### src/itc_pkg.sv
// package: word types and codes of the interval timer counters
`default_nettype none

package itc_pkg;

    // defaults for the top level parameters
    localparam int NUM_COUNTERS_DEF = 3;
    localparam int COUNT_BITS_DEF   = 16;

    // action codes
    localparam logic ACT_TICK  = 1'b0;
    localparam logic ACT_WRITE = 1'b1;

    // port offsets
    localparam logic [1:0] CTRL_PORT = 2'd3;

    // control word select code for read-back
    localparam logic [1:0] SEL_READBACK = 2'd3;

    // access modes
    localparam logic [1:0] ACC_LATCH = 2'd0;
    localparam logic [1:0] ACC_LOW   = 2'd1;
    localparam logic [1:0] ACC_HIGH  = 2'd2;
    localparam logic [1:0] ACC_BOTH  = 2'd3;

    // counting modes after folding 6 and 7 onto 2 and 3
    localparam logic [2:0] MODE_ONESHOT = 3'd0;
    localparam logic [2:0] MODE_GATE1   = 3'd1;
    localparam logic [2:0] MODE_RATE    = 3'd2;
    localparam logic [2:0] MODE_SQUARE  = 3'd3;
    localparam logic [2:0] MODE_STROBE  = 3'd4;
    localparam logic [2:0] MODE_GATE5   = 3'd5;

    // input word: one tick or one bus write
    typedef struct packed {
        logic       action;
        logic [1:0] port;
        logic [7:0] write_data;
    } cmd_word_t;

    // result word: output levels after the step and the interrupt pulse
    typedef struct packed {
        logic out_zero;
        logic out_one;
        logic out_two;
        logic irq_pulse;
    } res_word_t;

    // fold modes 6 and 7 onto 2 and 3
    function automatic logic [2:0] eff_mode(input logic [2:0] m);
        logic [2:0] r;
        r = m;
        if (m[2] && m[1])
        begin
            r = {1'b0, m[1:0]};
        end
        return r;
    endfunction

endpackage

`default_nettype wire

### src/interval_timer_counters_core.sv
// interval_timer_counters_core: three-counter interval timer, write-only bus
//
// Usage: each word on the cmd channel is either one timer clock tick
// (action = tick) or one byte written to port 0..2 (count data) or port 3
// (control word). Every accepted word yields exactly one res word holding
// the output levels of the counters after that step and an interrupt pulse
// that marks a rising edge of counter 0's output on a tick.
// Latency: the res word is valid in the cycle after the cmd word is taken.
// Throughput: one word per cycle when not stalled; all counters update
// together in a single pass of logic between the state and result registers.
// Stall: the result register holds its word while res_stall is high; cmd_stall
// rises only when that register is full and stalled, so a new word is taken
// in the same cycle the previous result leaves.
// Reset: rst_n clears all counters to stopped with output low, access mode
// low-then-high and count zero; no result is pending after reset.
// Counters at or above NUM_COUNTERS are absent and read back as output low.
`default_nettype none

module interval_timer_counters_core #(
    parameter int NUM_COUNTERS = itc_pkg::NUM_COUNTERS_DEF,
    parameter int COUNT_BITS   = itc_pkg::COUNT_BITS_DEF
) (
    input  wire                clk,
    input  wire                rst_n,
    input  wire                cmd_valid,
    output logic               cmd_stall,
    input  itc_pkg::cmd_word_t cmd,
    output logic               res_valid,
    input  wire                res_stall,
    output itc_pkg::res_word_t res
);

    localparam int CW = COUNT_BITS + 1;

    // handshake
    logic cmd_fire;
    logic res_valid_reg;
    itc_pkg::res_word_t res_reg;

    assign cmd_stall = res_valid_reg && res_stall;
    assign cmd_fire  = cmd_valid && !cmd_stall;
    assign res_valid = res_valid_reg;
    assign res       = res_reg;

    // per-counter state
    logic [CW-1:0]         cnt_reg    [NUM_COUNTERS];
    logic [CW-1:0]         cnt_next   [NUM_COUNTERS];
    logic [COUNT_BITS-1:0] reload_reg [NUM_COUNTERS];
    logic [COUNT_BITS-1:0] reload_next[NUM_COUNTERS];
    logic [2:0]            mode_reg   [NUM_COUNTERS];
    logic [2:0]            mode_next  [NUM_COUNTERS];
    logic [1:0]            acc_reg    [NUM_COUNTERS];
    logic [1:0]            acc_next   [NUM_COUNTERS];
    logic                  hbn_reg    [NUM_COUNTERS];
    logic                  hbn_next   [NUM_COUNTERS];
    logic [7:0]            low_reg    [NUM_COUNTERS];
    logic [7:0]            low_next   [NUM_COUNTERS];
    logic                  armed_reg  [NUM_COUNTERS];
    logic                  armed_next [NUM_COUNTERS];
    logic                  lvl_reg    [NUM_COUNTERS];
    logic                  lvl_next   [NUM_COUNTERS];

    // decoded control word fields
    logic [1:0] ctl_sel;
    logic [1:0] ctl_acc;
    logic [2:0] ctl_mode;
    logic       ctl_ok;
    logic       is_tick;

    assign ctl_sel  = cmd.write_data[7:6];
    assign ctl_acc  = cmd.write_data[5:4];
    assign ctl_mode = cmd.write_data[3:1];
    assign ctl_ok   = (cmd.action == itc_pkg::ACT_WRITE) && (cmd.port == itc_pkg::CTRL_PORT)
                      && (ctl_sel != itc_pkg::SEL_READBACK) && (ctl_acc != itc_pkg::ACC_LATCH);
    assign is_tick  = (cmd.action == itc_pkg::ACT_TICK);

    for (genvar gi = 0; gi < NUM_COUNTERS; gi++)
    begin : g_ctr
        // next state of one counter
        always_comb
        begin
            logic [CW-1:0]         per;
            logic [CW-1:0]         cnt_m1;
            logic [CW-1:0]         dec;
            logic [CW:0]           per_p1;
            logic [CW-1:0]         half_up;
            logic [CW-1:0]         half_dn;
            logic [15:0]           val16;
            logic [COUNT_BITS-1:0] nrel;
            logic [CW-1:0]         nper;
            logic [CW:0]           nper_p1;
            logic                  do_load;
            logic [2:0]            em;

            cnt_next[gi]    = cnt_reg[gi];
            reload_next[gi] = reload_reg[gi];
            mode_next[gi]   = mode_reg[gi];
            acc_next[gi]    = acc_reg[gi];
            hbn_next[gi]    = hbn_reg[gi];
            low_next[gi]    = low_reg[gi];
            armed_next[gi]  = armed_reg[gi];
            lvl_next[gi]    = lvl_reg[gi];

            // period of the present reload value, zero meaning full range
            per = (reload_reg[gi] == '0) ? (CW'(1) << COUNT_BITS) : CW'(reload_reg[gi]);
            per_p1  = {1'b0, per} + (CW + 1)'(1);
            half_up = per_p1[CW:1];
            half_dn = per >> 1;
            cnt_m1  = cnt_reg[gi] - CW'(1);
            dec     = (cnt_reg[gi] != '0) ? cnt_m1 : cnt_reg[gi];
            em      = itc_pkg::eff_mode(mode_reg[gi]);

            // data byte assembly
            do_load = 1'b0;
            val16   = 16'd0;
            case (acc_reg[gi])
                itc_pkg::ACC_LOW:  val16 = {8'd0, cmd.write_data};
                itc_pkg::ACC_HIGH: val16 = {cmd.write_data, 8'd0};
                default:           val16 = {cmd.write_data, low_reg[gi]};
            endcase
            nrel    = COUNT_BITS'(val16);
            nper    = (nrel == '0) ? (CW'(1) << COUNT_BITS) : CW'(nrel);
            nper_p1 = {1'b0, nper} + (CW + 1)'(1);

            if (is_tick)
            begin
                if (armed_reg[gi])
                begin
                    case (em)
                        itc_pkg::MODE_ONESHOT:
                        begin
                            cnt_next[gi] = dec;
                            if (dec == '0)
                            begin
                                lvl_next[gi]   = 1'b1;
                                armed_next[gi] = 1'b0;
                            end
                        end
                        itc_pkg::MODE_RATE:
                        begin
                            if (cnt_reg[gi] <= CW'(1))
                            begin
                                cnt_next[gi] = per;
                                lvl_next[gi] = 1'b1;
                            end
                            else
                            begin
                                cnt_next[gi] = cnt_m1;
                                if (cnt_m1 == CW'(1))
                                begin
                                    lvl_next[gi] = 1'b0;
                                end
                            end
                        end
                        itc_pkg::MODE_SQUARE:
                        begin
                            cnt_next[gi] = dec;
                            if (dec == '0)
                            begin
                                if (lvl_reg[gi] && (half_dn != '0))
                                begin
                                    lvl_next[gi] = 1'b0;
                                    cnt_next[gi] = half_dn;
                                end
                                else
                                begin
                                    lvl_next[gi] = 1'b1;
                                    cnt_next[gi] = half_up;
                                end
                            end
                        end
                        itc_pkg::MODE_STROBE:
                        begin
                            if (!lvl_reg[gi])
                            begin
                                lvl_next[gi]   = 1'b1;
                                armed_next[gi] = 1'b0;
                            end
                            else
                            begin
                                cnt_next[gi] = dec;
                                if (dec == '0)
                                begin
                                    lvl_next[gi] = 1'b0;
                                end
                            end
                        end
                        default:
                        begin
                            // gate modes hold their count
                        end
                    endcase
                end
            end
            else if (cmd.port == itc_pkg::CTRL_PORT)
            begin
                // control word
                if (ctl_ok && (ctl_sel == 2'(gi)))
                begin
                    acc_next[gi]   = ctl_acc;
                    mode_next[gi]  = ctl_mode;
                    armed_next[gi] = 1'b0;
                    hbn_next[gi]   = 1'b0;
                    lvl_next[gi]   = (ctl_mode != itc_pkg::MODE_ONESHOT);
                end
            end
            else if (cmd.port == 2'(gi))
            begin
                // count data byte
                case (acc_reg[gi])
                    itc_pkg::ACC_LOW:  do_load = 1'b1;
                    itc_pkg::ACC_HIGH: do_load = 1'b1;
                    default:
                    begin
                        if (!hbn_reg[gi])
                        begin
                            low_next[gi] = cmd.write_data;
                            hbn_next[gi] = 1'b1;
                        end
                        else
                        begin
                            hbn_next[gi] = 1'b0;
                            do_load      = 1'b1;
                        end
                    end
                endcase
            end

            // load a completed count
            if (do_load)
            begin
                reload_next[gi] = nrel;
                armed_next[gi]  = 1'b1;
                case (em)
                    itc_pkg::MODE_ONESHOT:
                    begin
                        lvl_next[gi] = 1'b0;
                        cnt_next[gi] = nper;
                    end
                    itc_pkg::MODE_SQUARE:
                    begin
                        lvl_next[gi] = 1'b1;
                        cnt_next[gi] = nper_p1[CW:1];
                    end
                    default: cnt_next[gi] = nper;
                endcase
            end
        end

        // state registers of one counter
        always_ff @(posedge clk or negedge rst_n)
        begin
            if (!rst_n)
            begin
                cnt_reg[gi]    <= '0;
                reload_reg[gi] <= '0;
                mode_reg[gi]   <= itc_pkg::MODE_ONESHOT;
                acc_reg[gi]    <= itc_pkg::ACC_BOTH;
                hbn_reg[gi]    <= 1'b0;
                low_reg[gi]    <= '0;
                armed_reg[gi]  <= 1'b0;
                lvl_reg[gi]    <= 1'b0;
            end
            else if (cmd_fire)
            begin
                cnt_reg[gi]    <= cnt_next[gi];
                reload_reg[gi] <= reload_next[gi];
                mode_reg[gi]   <= mode_next[gi];
                acc_reg[gi]    <= acc_next[gi];
                hbn_reg[gi]    <= hbn_next[gi];
                low_reg[gi]    <= low_next[gi];
                armed_reg[gi]  <= armed_next[gi];
                lvl_reg[gi]    <= lvl_next[gi];
            end
        end
    end

    // output levels, absent counters read low
    logic [2:0] lvl_all;
    logic       irq_next;

    always_comb
    begin
        lvl_all = '0;
        for (int i = 0; i < NUM_COUNTERS; i++)
        begin
            lvl_all[i] = lvl_next[i];
        end
    end

    assign irq_next = is_tick && !lvl_reg[0] && lvl_next[0];

    // result register
    always_ff @(posedge clk or negedge rst_n)
    begin
        if (!rst_n)
        begin
            res_valid_reg <= 1'b0;
        end
        else if (cmd_fire)
        begin
            res_valid_reg <= 1'b1;
        end
        else if (!res_stall)
        begin
            res_valid_reg <= 1'b0;
        end
    end

    always_ff @(posedge clk)
    begin
        if (cmd_fire)
        begin
            res_reg.out_zero  <= lvl_all[0];
            res_reg.out_one   <= lvl_all[1];
            res_reg.out_two   <= lvl_all[2];
            res_reg.irq_pulse <= irq_next;
        end
    end

    // checks
    a_write_no_irq: assert property (@(posedge clk) disable iff (!rst_n)
        cmd_fire && (cmd.action == itc_pkg::ACT_WRITE) |=> !res_reg.irq_pulse)
        else $error("interrupt pulse on a bus write");

    a_irq_high: assert property (@(posedge clk) disable iff (!rst_n)
        res_valid_reg && res_reg.irq_pulse |-> res_reg.out_zero)
        else $error("interrupt pulse with counter 0 output low");

    a_fire_result: assert property (@(posedge clk) disable iff (!rst_n)
        cmd_fire |=> res_valid_reg)
        else $error("accepted word produced no result");

    a_oneshot_low: assert property (@(posedge clk) disable iff (!rst_n)
        armed_reg[0] && (mode_reg[0] == itc_pkg::MODE_ONESHOT) |-> !lvl_reg[0])
        else $error("counting one-shot with output high");

    a_absent_low: assert property (@(posedge clk) disable iff (!rst_n)
        res_valid_reg |-> ((NUM_COUNTERS > 1) || !res_reg.out_one)
                          && ((NUM_COUNTERS > 2) || !res_reg.out_two))
        else $error("absent counter drives output high");

endmodule

`default_nettype wire
### config.mk
export PLATFORM = sky130hd
export DESIGN_NAME = interval_timer_counters_core
export DESIGN_NICKNAME = d
export VERILOG_FILES = /design/src/itc_pkg.sv /design/src/interval_timer_counters_core.sv
export SDC_FILE = /design/constraint.sdc
export NUM_CORES = 1
export LEC_CHECK = 0
export BUFFER_PORTS_ARGS = -buffer_cell sky130_fd_sc_hd__buf_2
export CAP_MARGIN = 20
export CORE_ASPECT_RATIO = 0.8
export CORE_MARGIN = 4
export CORE_UTILIZATION = 45
export DETAILED_ROUTE_END_ITERATION = 10
export MAX_ROUTING_LAYER = met4
export PLACE_DENSITY = 0.68
export RECOVER_POWER = 50
export SETUP_SLACK_MARGIN = 0.2
export SYNTH_ARGS = -nofsm -noshare
export SYNTH_HDL_FRONTEND = slang
export SYNTH_SLANG_ARGS = --single-unit
### constraint.sdc
create_clock -name clk -period 3.8 [get_ports clk]
set_input_delay 0.38 -clock clk [delete_from_list [all_inputs] [get_ports clk]]
set_output_delay 0.38 -clock clk [all_outputs]
set_load 0.01 [all_outputs]
After elaboration in Yosys (flattened, before gate mapping)

Index checks and enable logic that the tools add are counted.

Input port bits: 15
Bits in read-only memories: 0
Memory bits (writable): 0
Bits in latches: 0
Output and inout port bits: 6
Register bits: 152
Logic and storage cells: 296
Memories kept: 0

Reduce and logical (&&, ||, !) cells: 70
Equal/unequal tests: 43
$lt $le $gt $ge: 3
Add/subtract/negate cells: 9
Bitwise operators: 8
Multipliers: 0
Div/mod/pow operators: 0
Shift operators: 0
Multiplexer cells: 134

Operator list:

| operator              | number |
|---|---|
| $mux 17               | 33 |
| $pmux 17 s4           | 3 |
| $add 17x1->18 const B | 6 |
| $reduce_bool 17->1    | 6 |
| $logic_not 16->1      | 6 |
| $pmux 16 s2           | 3 |
| $mux 1                | 83 |
| $eq 17x1->1 const B   | 3 |
| $le 17x1->1 const B   | 3 |
| $logic_not 17->1      | 3 |
| $sub 17x1->17 const B | 3 |
| $reduce_and 5->1      | 6 |
| $eq 3x2->1 const B    | 6 |
| $ne 2x1->1 const B    | 9 |
| $ne 3x1->1 const B    | 6 |
| $reduce_and 6->1      | 3 |
| $logic_and 1x1->1     | 16 |
| $reduce_bool 5->1     | 3 |
| $reduce_bool 2->1     | 7 |
| $eq 2x2->1 const B    | 6 |
| $pmux 1 s2            | 6 |
| $pmux 1 s4            | 3 |
| $reduce_and 4->1      | 3 |
| $eq 2x1->1 const B    | 5 |
| other kinds (12)      | 36 |

Longest topological paths before layout

Gate-level depths: netlist of the first run.

Depth in word-level cells: 12
Mapped depth: 15
Gate-level depth less buffers: 13

Worst setup path before layout of the first run

OpenSTA, ideal clock, no wires.

Kind: reg-to-reg
Start: register cnt_reg[34] (netlist name)
End: register cnt_reg[34] (netlist name)
Path slack: 0.422 ns
Clock period less this slack: 3.378 ns
Buffers on the path: 1
Data arrival time: 3.283 ns
Stages on the path, launching flop included: 13
Cell sequence: dfrtp_1 -> clkbuf_1 -> inv_1 -> ha_1 -> nor3b_1 -> nand2_1 -> or3_1 -> xnor2_1 -> nor4_1 -> a41oi_1 -> nor2_1 -> a21oi_1 -> o31ai_1

Word-level cells in the longest chain between the ends: 8
Elaborated cells between the ends (all ways): 12
Those cells by class: add/sub (1); order compare (1); mux (8); reduce/logical (2)

Ends and longest elaborated chain:

| element                                                    | RTL line                                                                 | text |
|---|---|---|
| from (decl)                                                | interval_timer_counters_core.sv:46                                       | `logic [CW-1:0] cnt_reg [NUM_COUNTERS];` |
| from (signal, indexed assignment)                          | interval_timer_counters_core.sv:266                                      | `cnt_reg[gi] <= cnt_next[gi];` |
| $sub 17x1->17 / $reduce_bool 17->1 (equally long branches) | interval_timer_counters_core.sv:109, interval_timer_counters_core.sv:110 |  |
| $mux 17                                                    | interval_timer_counters_core.sv:110                                      | `dec = (cnt_reg[gi] != '0) ? cnt_m1 : cnt_reg[gi];` |
| $logic_not 17->1                                           | interval_timer_counters_core.sv:158                                      | `if (dec == '0)` |
| $mux 17                                                    | interval_timer_counters_core.sv:158                                      |  |
| $pmux 17 s4 *                                              | interval_timer_counters_core.sv:129                                      | `case (em)` |
| $mux 17 *                                                  | interval_timer_counters_core.sv:127                                      | `if (armed_reg[gi])` |
| $mux 17 *                                                  | interval_timer_counters_core.sv:125                                      | `if (is_tick)` |
| $mux 17 *                                                  | interval_timer_counters_core.sv:230                                      | `if (do_load)` |

Mark *: on every way between the ends. The rest lies on a longest branch, timed or not. The select of a mux whose other input is x is not followed.
A chain may end at the register's enable or synchronous reset.

Worst setup path in the final report of the first run

Start: register cnt_reg[1] (netlist name)
End: register lvl_reg[0] (netlist name)

Word-level cells in the longest chain between the ends: 10
Elaborated cells between the ends (all ways): 17
Those cells by class: add/sub (1); order compare (1); eq/ne (1); mux (12); reduce/logical (2)

Ends and longest elaborated chain:

| element                                                    | RTL line                                                                                                      | text |
|---|---|---|
| $sub 17x1->17 / $reduce_bool 17->1 (equally long branches) | interval_timer_counters_core.sv:109, interval_timer_counters_core.sv:110                                      |  |
| $mux 17                                                    | interval_timer_counters_core.sv:110                                                                           |  |
| $logic_not 17->1                                           | interval_timer_counters_core.sv:133, interval_timer_counters_core.sv:158, interval_timer_counters_core.sv:182 |  |
| $mux 1                                                     | interval_timer_counters_core.sv:182                                                                           | `if (dec == '0)` |
| $mux 1                                                     | interval_timer_counters_core.sv:174                                                                           | `if (!lvl_reg[gi])` |
| $pmux 1 s4 *                                               | interval_timer_counters_core.sv:129                                                                           |  |
| $mux 1 *                                                   | interval_timer_counters_core.sv:127                                                                           |  |
| $mux 1 *                                                   | interval_timer_counters_core.sv:125                                                                           |  |
| $pmux 1 s2                                                 | interval_timer_counters_core.sv:234                                                                           | `case (em)` |
| $mux 1 *                                                   | interval_timer_counters_core.sv:230                                                                           |  |
| net lvl_all[2]                                             | interval_timer_counters_core.sv:279                                                                           | `logic [2:0] lvl_all;` |
| to (signal, indexed assignment)                            | interval_timer_counters_core.sv:273                                                                           | `lvl_reg[gi] <= lvl_next[gi];` |
| to (decl)                                                  | interval_timer_counters_core.sv:60                                                                            | `logic lvl_reg [NUM_COUNTERS];` |

Mark *: on every way through the listed nets, which the timed path passes. The rest lies on a longest branch.

==> results.py, run 1 <==
metrics = {
    "outcome": {
        "status": "finished with violations",
        "violations": "capacitance limit, slew limit",
    },
    "yosys": {
        "synth_cells": 1685,
        "netlist_area_um2": 12800,
        "ys_ff_latch": 152,
        "synth_cell_types": 88,
        "ys_top_cells_by_count": "nand2_1 (254), dfrtp_1 (142), o21ai_0 (131)",
        "yosys.area.top_type": "dfrtp_1",
        "seq_area_frac_synth_pct": 30.0,
        "synth.most_common_cell": "nand2_1",
        "syn-num-nets": 1730,
        "synth-main-ff-cell": "dfrtp_1",
        "synth_top_area_share_pct": 27.8,
        "synth-edff-count": 4,
        "synthArstFlopShare_pct": 97.4,
        "ys_warn_count": 0,
        "syn_avg_cell_area_um2": 7.57,
        "synthTopCellsByArea": "dfrtp_1 (28%), nand2_1 (7.5%), o21ai_0 (5.1%)",
    },
    "clock_network": {
        "clk_pin_slew_ns": 0.07,
        "cts.htree.levels": 4,
        "cts_sinks": 152,
        "cts_tree": "built",
        "worstSkewPairLatency_ns": 0.45,
        "max-clock-path-buffers": 2,
        "cts_root_buffer": "clkbuf_16",
        "numCtsBuffers": 17,
    },
    "setup_path": {
        "required_ns": 4.17,
        "crit_path_end_kind": "register",
        "worst-path-max-fanout": 10,
        "startpoint": "cnt_reg[1]",
        "r2r_start": "cnt_reg[1]",
        "critical_path_arrival_ns": 3.80,
        "start_kind": "register",
        "crit_type": "reg -> reg",
    },
    "global_routing": {
        "grt_max_degree": 80,
        "grt_first_pass_wirelength_um": 68700,
        "grt_pass1_vias": 11902,
        "grtUsageTotal_pct": 28.5,
        "grt.overflow.total": 0,
        "antenna_found_initial": 1,
    },
    "sta": {
        "fin_crit_ns": 3.43,
        "drv_slew": 80,
        "skew_ns": 0.0160,
        "worst_pin_slew_ns": 2.23,
        "layout_setup_ws_ns": 0.369,
        "hold_slack_ns": 0.299,
        "max-slew-margin-rel_pct": -48.8,
        "fin_crit_sh_pct": 90.3,
        "fmax_ghz": 0.291,
        "hold_viol_final": 0,
        "rsz0062_at_grt": "yes",
        "setup_viol": 0,
        "fin_tns_setup_ns": 0,
    },
    "pwr": {
        "power.density_nw_per_um2": 579,
        "leakage_uw": 0.00554,
        "peakVddDrop_uv": 345,
        "p_total_uw": 8050,
    },
    "route": {
        "wire_per_inst_um": 21.5,
        "via_count": 13145,
        "drtIter0Drc": 1752,
        "first_pass_iters": 6,
        "via_per_inst": 6.47,
        "ant_nets": 0,
        "drt-total-wl_um": 43700,
        "drc": 0,
    },
    "worst_hold_path": {
        "min_from": "cmd_valid",
        "hold_class": "in -> reg",
    },
    "die": {
        "die_w_um": 196,
        "boundaryPins": 21,
        "die_h_um": 159,
        "num_rows": 54,
        "core_area_um2": 27600,
        "start_util_pct": 46.3,
        "die_area_um2": 31100,
    },
    "placed_design": {
        "gp_congestion": 0.964,
        "post-dp-hpwl_um": 31900,
        "port_buffers": 20,
        "place_ws_ns": 0.186,
    },
    "layout": {
        "postLayoutCoreUtil_pct": 50.5,
        "syn_to_final_growth_pct": 9.09,
        "final_nets": 1699,
        "drive_gt1_share_pct": 12.0,
        "nFillCells": 2681,
        "multiInputGateArea_um2": 8310,
        "largest_register_ffs": 51,
        "regArea_um2": 3830,
    },
    "job": {
        "cap_violations": 1,
    },
}
-- worst paths after layout --
kind / cells after the start / to / slack (ns)
min in group asynchronous: 1 / cnt_reg[25] / 0.59
min: 2 / res_valid / 0.30
max: 10 / lvl_reg[0] / 0.37
min reg2reg: 2 / low_reg[3] / 0.49
max in group asynchronous: 2 / low_reg[14] / 0.92
max reg2reg: 10 / lvl_reg[0] / 0.37
-- kinds of logic after synthesis --
family / count (synthesis) / share of synthesized area, %
simple gates: 695 / 26.8
compound gates: 485 / 24.3
buf+inv: 185 / 5.63
flops: 152 / 30.0
xor+xnor: 89 / 6.11
mux: 49 / 4.22
fa+ha+maj: 30 / 2.94
-- worst max-delay path, stage by stage (launching register included) --
cell	delay [ns]
dfrtp_1	0.48
inv_1	0.18
ha_1	0.30
or3b_2	0.57
o41ai_1	0.38
nand4_1	0.26
o41ai_4	0.42
a31oi_1	0.15
a211o_1	0.27
a31oi_2	0.17
mux2_1	0.16
-- metal layers --
| metal | track usage, % | part of all wire (%) |
|---|---|---|
| met1 | 42.8 | 46 |
| met2 | 39.6 | 42 |
| met3 | 6.18 | 11 |
| met4 | 4.82 | 1.2 |
| met5 | - | 0 |
-- cell type report --
cell class / count / share of cell area (%)
inverter: 51 / 1.38
timing repair buffer: 84 / 4.08
clock inverter: 15 / 0.962
sequential: 152 / 27.5
multi-input combinational: 1348 / 59.7
antenna: 1 / 0.0180
tap: 364 / 3.27
clock buffer: 17 / 3.06
-- cells in the final DEF, fill, tap and decap left out, types with 51 or more instances in the layout --
cell / synthesis / layout
inv_1: 51 / 51
o21ai_0: 131 / 131
a21oi_1: 129 / 129
nand2_1: 254 / 254
nor2_1: 124 / 124
buf_4: 1 / 61
nand3_1: 61 / 60
xnor2_1: 54 / 54
dfrtp_1: 142 / 142
nor3_1: 53 / 51
-- stage by stage --
step / cell area, µm² / std cells
final: 13900 / 2032
after global routing: 13900 / 2032
after CTS: 13900 / 2030
after detailed placement: 13300 / 1998
after global placement: 13300 / 1998
after floorplan: 12800 / 1685
-- repair_timing --
action / in CTS / in global routing
gates cloned: 0 / 0
gates resized for setup: 1 / 17
endpoints found under the setup margin: 1 / 38
pin swaps: 0 / 3
setup buffers: 0 / 1
hold buffers: 0 / 0
hold endpoints to repair: 0 / 0
-- report_power, final --
group | switching [µW] | internal (µW) | leakage (µW)
registers | 893 | 2130 | 0.00183
clock network | 821 | 862 | 0.000273
logic | 1980 | 1370 | 0.00344
No activity file was read; power rests on OpenSTA's default activity.
==> inputs of run 2 (changes only) <==
- clock period: 3.8 -> 3.2 ns (I/O delays scaled with it)
==> run 2 against run 1 <==
  * The run still ends with capacitance limit, slew limit left
  * Worst hold slack worse by 0.21 ns
  * First-iteration DRC count shrank 19%
  * Cell count up 6.3%
  * Clock-buffer cell count is 6 higher
  * Sequential share of layout area is 3.1 points lower
  * Via count rose by 5.3%
  * Core utilization grew 6.4 points
  * Largest power group unchanged
  * Design area up 13%
  * Clock skew is 0.0046 ns lower
  * Combinational power increased by 47%
  * Die area unchanged
==> results.py, run 2 (same netlist as run 1, synthesis figures left out) <==
metrics = {
    "layout": {
        "largest_register_ffs": 51,
        "diodes": 0,
        "drive_gt1_share_pct": 23.8,
        "mostFrequentLayoutCell": "nand2_1",
        "final_nets": 1830,
        "syn_to_final_growth_pct": 22.9,
        "final_cell_mix": "nand2_1 (249), buf_4 (175), dfrtp_1 (139), a21oi_1 (121), nor2_1 (119)",
        "stdcell_area_um2": 15700,
    },
    "global_routing": {
        "grt_max_degree": 59,
        "grtUsageTotal_pct": 29.3,
        "antenna_found_initial": 0,
        "grt_pass1_vias": 12669,
        "grt_first_pass_wirelength_um": 71200,
        "grt.overflow.total": 0,
    },
    "die": {
        "die_area_um2": 31100,
        "die_h_um": 159,
        "core_area_um2": 27600,
        "die_w_um": 196,
        "num_rows": 54,
        "start_util_pct": 46.3,
        "boundaryPins": 21,
    },
    "clock_network": {
        "cts.htree.levels": 4,
        "cts_sinks": 152,
        "cts_root_buffer": "clkbuf_16",
        "max-clock-path-buffers": 2,
        "clk_pin_slew_ns": 0.07,
        "numCtsBuffers": 17,
        "cts_tree": "built",
        "worstSkewPairLatency_ns": 0.44,
    },
    "sta": {
        "fmax_ghz": 0.324,
        "rsz0062_at_grt": "yes",
        "layout_setup_ws_ns": 0.112,
        "hold_slack_ns": 0.0898,
        "hold_viol_final": 0,
        "fin_crit_sh_pct": 96.5,
        "setup_viol": 0,
        "skew_ns": 0.0114,
        "max-slew-margin-rel_pct": -10.2,
        "fin_tns_setup_ns": 0,
        "drv_slew": 59,
        "fin_crit_ns": 3.09,
        "worst_pin_slew_ns": 1.65,
    },
    "pwr": {
        "p_total_uw": 10600,
        "peakVddDrop_uv": 396,
        "leakage_uw": 0.00633,
        "power.density_nw_per_um2": 674,
    },
    "route": {
        "via_count": 13838,
        "ant_nets": 0,
        "first_pass_iters": 6,
        "drt-total-wl_um": 45600,
        "drtIter0Drc": 1424,
        "drc": 0,
        "via_per_inst": 6.40,
        "wire_per_inst_um": 21.1,
    },
    "placed_design": {
        "place_ws_ns": -0.139,
        "port_buffers": 20,
        "gp_congestion": 0.977,
        "post-dp-hpwl_um": 32900,
        "dpl_cell_area_um2": 14000,
    },
    "setup_path": {
        "crit_path_end_kind": "register",
        "crit_type": "reg -> reg",
        "slowest_stage": "or4_4",
        "required_ns": 3.52,
        "critical_path_arrival_ns": 3.41,
        "start_kind": "register",
        "path_common_cell": "nor3_2",
        "worst-path-max-fanout": 6,
        "critPathMaxStageDelay_ns": 0.56,
        "crit_chain": "or4_4, or4b_4, a21oi_4, o2111ai_4, o41ai_4, buf_4, nor3_2, nor3_2, a31oi_2, mux2_1",
    },
    "worst_hold_path": {
        "hold_class": "in -> reg",
    },
    "outcome": {
        "status": "finished with violations",
        "violations": "capacitance limit, slew limit",
    },
    "job": {
        "cap_violations": 1,
    },
}
[run 2: report_power, final]
group | switching (µW) | internal [µW]
registers | 1040 | 2530
clock network | 851 | 1240
logic | 2720 | 2190
[run 2: metrics by stage]
step / utilization, % / cells
5_1_grt: 56.9 / 2161
6_report: 56.9 / 2161
3_3_place_gp: 50.9 / 2077
2_1_floorplan: - / 1685
3_5_place_dp: 50.9 / 2077
4_1_cts: 54.4 / 2135
[run 2: final timing paths]
check / startpoint / to / slack [ns] / depth (start not counted)
hold reg to reg: low_reg[18] / low_reg[18] / 0.48 / 2
setup / recovery: cnt_reg[3] / lvl_reg[0] / 0.11 / 10
min in group asynchronous: rst_n / cnt_reg[2] / 0.84 / 2
setup reg to reg: cnt_reg[3] / lvl_reg[0] / 0.11 / 10
max in group asynchronous: rst_n / cnt_reg[24] / 0.79 / 3
hold / removal: cmd_valid / res_valid / 0.09 / 2
[run 2: area by class of cell]
class | count | area, µm²
clock buffers | 23 | 458
clock inverters | 8 | 125
fillers | 2545 | 11900
inverters | 51 | 196
multi-input cells | 1348 | 8980
flip-flops and latches | 152 | 3830
well taps | 364 | 455
repair buffers | 215 | 1630
[run 2: worst max-delay path, delay by kind of cell, from the launching register on]
kind	cells	cell delay [ns]
and+or+nand+nor	4	1.38
AOI/OAI and AO/OA	4	0.71
DFF	1	0.38
muxes	1	0.30
buffers and inverters	1	0.20
[run 2: routing by layer]
| layer | wire length [µm] | up-vias | GRT usage, % |
|---|---|---|---|
| met2 | 19400 | 734 | 41.2 |
| met4 | 901 | 0 | 6.65 |
| li1 | - | 6312 | - |
| met3 | 4610 | 85 | 6.64 |
| met1 | 20700 | 6707 | 43.0 |
| met5 | 0 | - | - |
[run 2: what timing repair did]
action | 4_1_cts | 5_1_grt
gates cloned | 0 | 1
endpoints found under the hold margin | 52 | 0
pin swaps | 18 | 64
setup buffers | 26 | 25
hold buffers | 1 | 0
setup endpoints to repair | 44 | 51
resized for setup | 32 | 130
